==> config.mk <==
export PLATFORM = sky130hd
export DESIGN_NAME = irp_ram
export DESIGN_NICKNAME = d
export VERILOG_FILES = /design/src/rtl/core/irp_ram.sv
export SDC_FILE = /design/constraint.sdc
export NUM_CORES = 1
export LEC_CHECK = 0
export ABC_CLOCK_PERIOD_IN_PS = 2300
export BUFFER_PORTS_ARGS = -buffer_cell sky130_fd_sc_hd__buf_2
export CORE_ASPECT_RATIO = 1.1
export CORE_MARGIN = 1
export CORE_UTILIZATION = 61
export CTS_BUF_LIST = sky130_fd_sc_hd__clkbuf_2
export DETAILED_ROUTE_END_ITERATION = 16
export PLACE_DENSITY = 0.79
export SLEW_MARGIN = 25
export SYNTH_ARGS = -nofsm -noshare
export SYNTH_HDL_FRONTEND = slang
export SYNTH_SLANG_ARGS = --single-unit
==> constraint.sdc <==
create_clock -name clk -period 2.3 [get_ports clk]
set_input_delay 0.23 -clock clk [delete_from_list [all_inputs] [get_ports clk]]
set_output_delay 0.23 -clock clk [all_outputs]
set_load 0.02 [all_outputs]
==> src/rtl/core/irp_ram.sv <==
module irp_ram #(
  parameter int WIDTH = 8,
  parameter int DEPTH = 8,
  localparam int AW = (DEPTH > 1) ? $clog2(DEPTH) : 1
) (
  input  logic             clk,
  input  logic             en,
  input  logic             we,
  input  logic [AW-1:0]    addr,
  input  logic [WIDTH-1:0] wdata,
  output logic [WIDTH-1:0] rdata
);

  logic [WIDTH-1:0] mem [DEPTH];

  always_ff @(posedge clk) begin
    if (we) begin
      mem[addr] <= wdata;
    end
    if (en) begin
      rdata <= mem[addr];
    end
  end

endmodule

After elaboration in Yosys (flattened, before gate mapping)
Memory sizes are Yosys's and may differ from the RTL's. A register that Yosys moved wholly into a read port is not among the register bits.
Cells that the tools add are included.
{ "totals": {"regBits": 0, "latchBits": 0, "ramBits": 64, "romBits": 0, "inputBits": 14, "output_inout_bits": 8, "elab_cells": 3, "memories": 1} }
{ "op_classes": {"add_sub_neg": 0, "n_mul": 0, "n_div": 0, "order_cmp": 0, "n_eq_ne": 0, "shift": 0, "n_mux": 2, "n_bitwise": 0, "reduce_logical": 0} }
{ "memory_table": {"columns": ["name", "depth", "width", "rd", "rd_clocked_by_memory_dff", "write_ports", "line", "source"], "rows": [
  ["mem", 8, 8, 1, 1, 1, "14", "logic [WIDTH-1:0] mem [DEPTH];"]
]} }
{ "ops": {"columns": ["op", "count"], "rows": [
  ["1-bit two-way mux", 2]
]} }

Longest topological paths before layout
{ "depth": {"ltp_word": 2, "ltp_mapped": 6, "depth_no_buf": 3} }

Least setup slack after synthesis
OpenSTA, ideal clock, no wires.
{ "synth_path": {"path_kind": "input-to-reg", "start": "input addr[2]", "end": "memory mem[4][0], enable pin", "setup_ns": 0.383, "t_arrival_ns": 1.295, "t_required_ns": 1.917, "slack_ns": 0.622, "cell_stages": 3, "n_path_buf": 1, "cell_sequence": "buf_1 > nand2_1 > nor3_1"} }
{ "synth_lines": {"columns": ["item", "line", "source"], "rows": [
  ["start: declaration", "9", "input logic [AW-1:0] addr,"],
  ["end: declaration", "14", null]
]} }
Straight into the memory's write port.

==> qor.yml <==
finish:
  nets: 190
  fin_util_pct: 73.5
  n_antenna_cell: 0
  area_growth_pct: 14.3
  drive_gt1_share_pct: 35.2
  fillers: 242
  seqCellArea_mm2: 0.00216
  final_cells: 233
  multi_input_area_um2: 576
cts:
  cts-resized-gates: 0
  cts_root_buf: "clkbuf_2"
  cts_made_buffers: 9
  cts_tree: "built"
  htreeDepth: 3
  path_clk_slew_ps: 180
  clock-sinks: 72
  cts_buffer_depth: 2
  clkLatencyLatePin_ps: 480
die:
  die_h_um: 73.0
  die_w_um: 66.5
  initial_core_util_pct: 64.3
  dieArea_mm2: 0.00486
  io_pins: 22
  num_rows: 25
  core_region_area_mm2: 0.00435
flow_run:
  maxCapViolations: 0
grt:
  grt_pass1_wl_um: 7360
  globalRouteOverflowTotal: 0
  antenna_found_initial: 0
  grt_max_degree: 26
  grtUsageTotal_pct: 23.4
  grt_pass1_vias: 1400
synth:
  ys_types: 27
  yosysMostFrequentCell: "edfxtp_1"
  synth_top_cell_area_share_pct: 77.4
  yosys-top-cells-count: "72 x edfxtp_1, 8 x mux4_2, 7 x nor2_1, 6 x mux2_4"
  synth_area_mm2: 0.00280
  synth_area_per_cell_um2: 21.7
  ys_ff_latch: 72
  synth_async_sr_flop_share_pct: 0
  synthCells: 129
  synthTopCellsByArea: "edfxtp_1 77%, mux4_2 6.4%, mux4_1 3.8%"
  yosysTopAreaCell: "edfxtp_1"
  synth_edf_count: 72
  synth_nets: 143
  ys_seq_area_share_pct: 77.4
  synth-warning-count: 0
  synth_ff_type: "edfxtp_1"
power_and_ir_drop:
  p_sw_mw: 0.498
  irDropWorstVdd_v: 0.000669
  seq_power_share_pct: 65.3
  comb_power_share_pct: 7.9
  p_int_mw: 1.81
  netSwitchingFraction_pct: 21.5
  power.clock.fraction_pct: 26.9
  p_leak_nw: 1.14
  power_density_mw_per_mm2: 723
timing:
  worst_hold_slack_ps: 106
  slew_headroom_pct: 58.1
  max_freq_ghz: 0.695
  worstMarginPinSlew_ps: 629
  fin_crit_sh_pct: 62.5
  period_needed_ps: 1440
  setup_viol: 0
  finalMaxSlewViolations: 0
  fin_skew_ps: 28.6
  tns_ps: 0
  setup_ws_ps: 862
  finalHoldViolCount: 0
  rsz0062_at_grt: "no"
drt:
  drc: 0
  vias: 1363
  antenna_left: 0
  wl_per_cell_um: 20.5
  viasPerCell: 5.85
  wl_um: 4780
  dr.first_iter.drc_count: 84
  first_pass_iters: 4
place:
  io_buffer_count: 21
  dp_hpwl_um: 3120
  gp_congestion: 0.768
  pre_cts_slack_ps: 367
  place_inst: 211
critical_path:
  crit_buf_inv: 0
  critPathKind: "reg2reg"
  crit_required_ps: 2560
  cp_top_family: "multiplexers"
  critPathCaptureType: "flop"
  cp-start-kind: "flop"
  critPathMaxStageDelay_ps: 520
  arrival_ps: 1700
  cp_slowest_cell: "mux4_1"
  worstPathCellList: "mux4_1, mux2_4"
  cp_max_fo: 1
outcome:
  outcome: "finished, final reports clean"
hold_path:
  hold_class: "in2reg"
[sequential cells by signal, indices dropped and copies added (netlist names)]
register  flops
rdata         8
mem          64
[power groups by stage]
stage          Sequential [mW]  Combinational [mW]  Clock [mW]
2_1_floorplan             1.55              0.0970           0
3_3_place_gp              1.54               0.166           0
3_5_place_dp              1.54               0.172           0
4_1_cts                   1.51               0.183       0.642
5_1_grt                   1.51               0.196       0.683
6_report                  1.51               0.182       0.621
[cells by family after synthesis]
logic type | count (synthesis) | share of synthesized area (%)
compound gates | 7 | 2.01
buf+inv | 8 | 2.06
flops | 72 | 77.3
mux | 23 | 15.4
simple gates | 19 | 3.22
[worst paths after layout]
kind / start / to / slack (ps) / cells past startpoint
worst max-delay path: mem[1][3] / rdata[3] / 860 / 2
worst min-delay path: en / rdata[5] / 110 / 1
worst max register to register: mem[1][3] / rdata[3] / 860 / 2
worst min register to register: mem[0][6] / rdata[6] / 680 / 2
[through the flow]
step	area, µm²	power (mW)
after global placement	3020	1.70
after floorplan	2800	1.65
after CTS	3190	2.33
final	3190	2.31
after detailed placement	3020	1.71
after global routing	3190	2.39
[layout make-up]
type	count	share of cell area [%]
timing repair buffer	43	9.09
clock inverter	5	1.57
clock buffer	9	1.41
sequential	72	67.7
inverter	1	0.118
tap	54	2.12
multi-input combinational	49	18.0
[layout by cell type (no fill, tap or decap)]
cell	Yosys	final
o211a_1	1	1
clkinvlp_4	0	1
a22oi_1	1	1
bufinv_16	0	1
nand2_1	4	4
inv_1	1	1
mux2_4	6	6
nor2_1	7	7
a211o_1	1	1
dlygate4sd3_1	0	8
nand3b_1	1	1
buf_4	0	14
a311oi_1	1	1
nor3_1	2	2
mux2_1	1	1
edfxtp_1	72	72
mux2i_1	2	2
a21oi_1	1	1
and3b_1	1	1
clkinv_2	0	1
buf_2	3	21
mux2_2	2	2
o211ai_1	1	1
nand3_1	2	2
clkinv_1	0	2
mux4_2	8	8
nand2b_1	2	2
o221ai_1	1	1
mux4_1	4	4
clkbuf_2	0	9
[repair_timing]
action,in CTS,in global routing
hold buffers,8,0
setup buffers,0,0
endpoints found under the hold margin,64,0
[layer usage]
| layer | up-vias | global-route usage, % | wire (µm) |
|---|---|---|---|
| met5 | - | 0 | 0 |
| met2 | 47 | 35.4 | 2380 |
| met1 | 674 | 30.9 | 1980 |
| li1 | 629 | - | - |
| met4 | 0 | 10.9 | 145 |
| met3 | 13 | 7.97 | 282 |
Power figures use the tool's default switching activity.
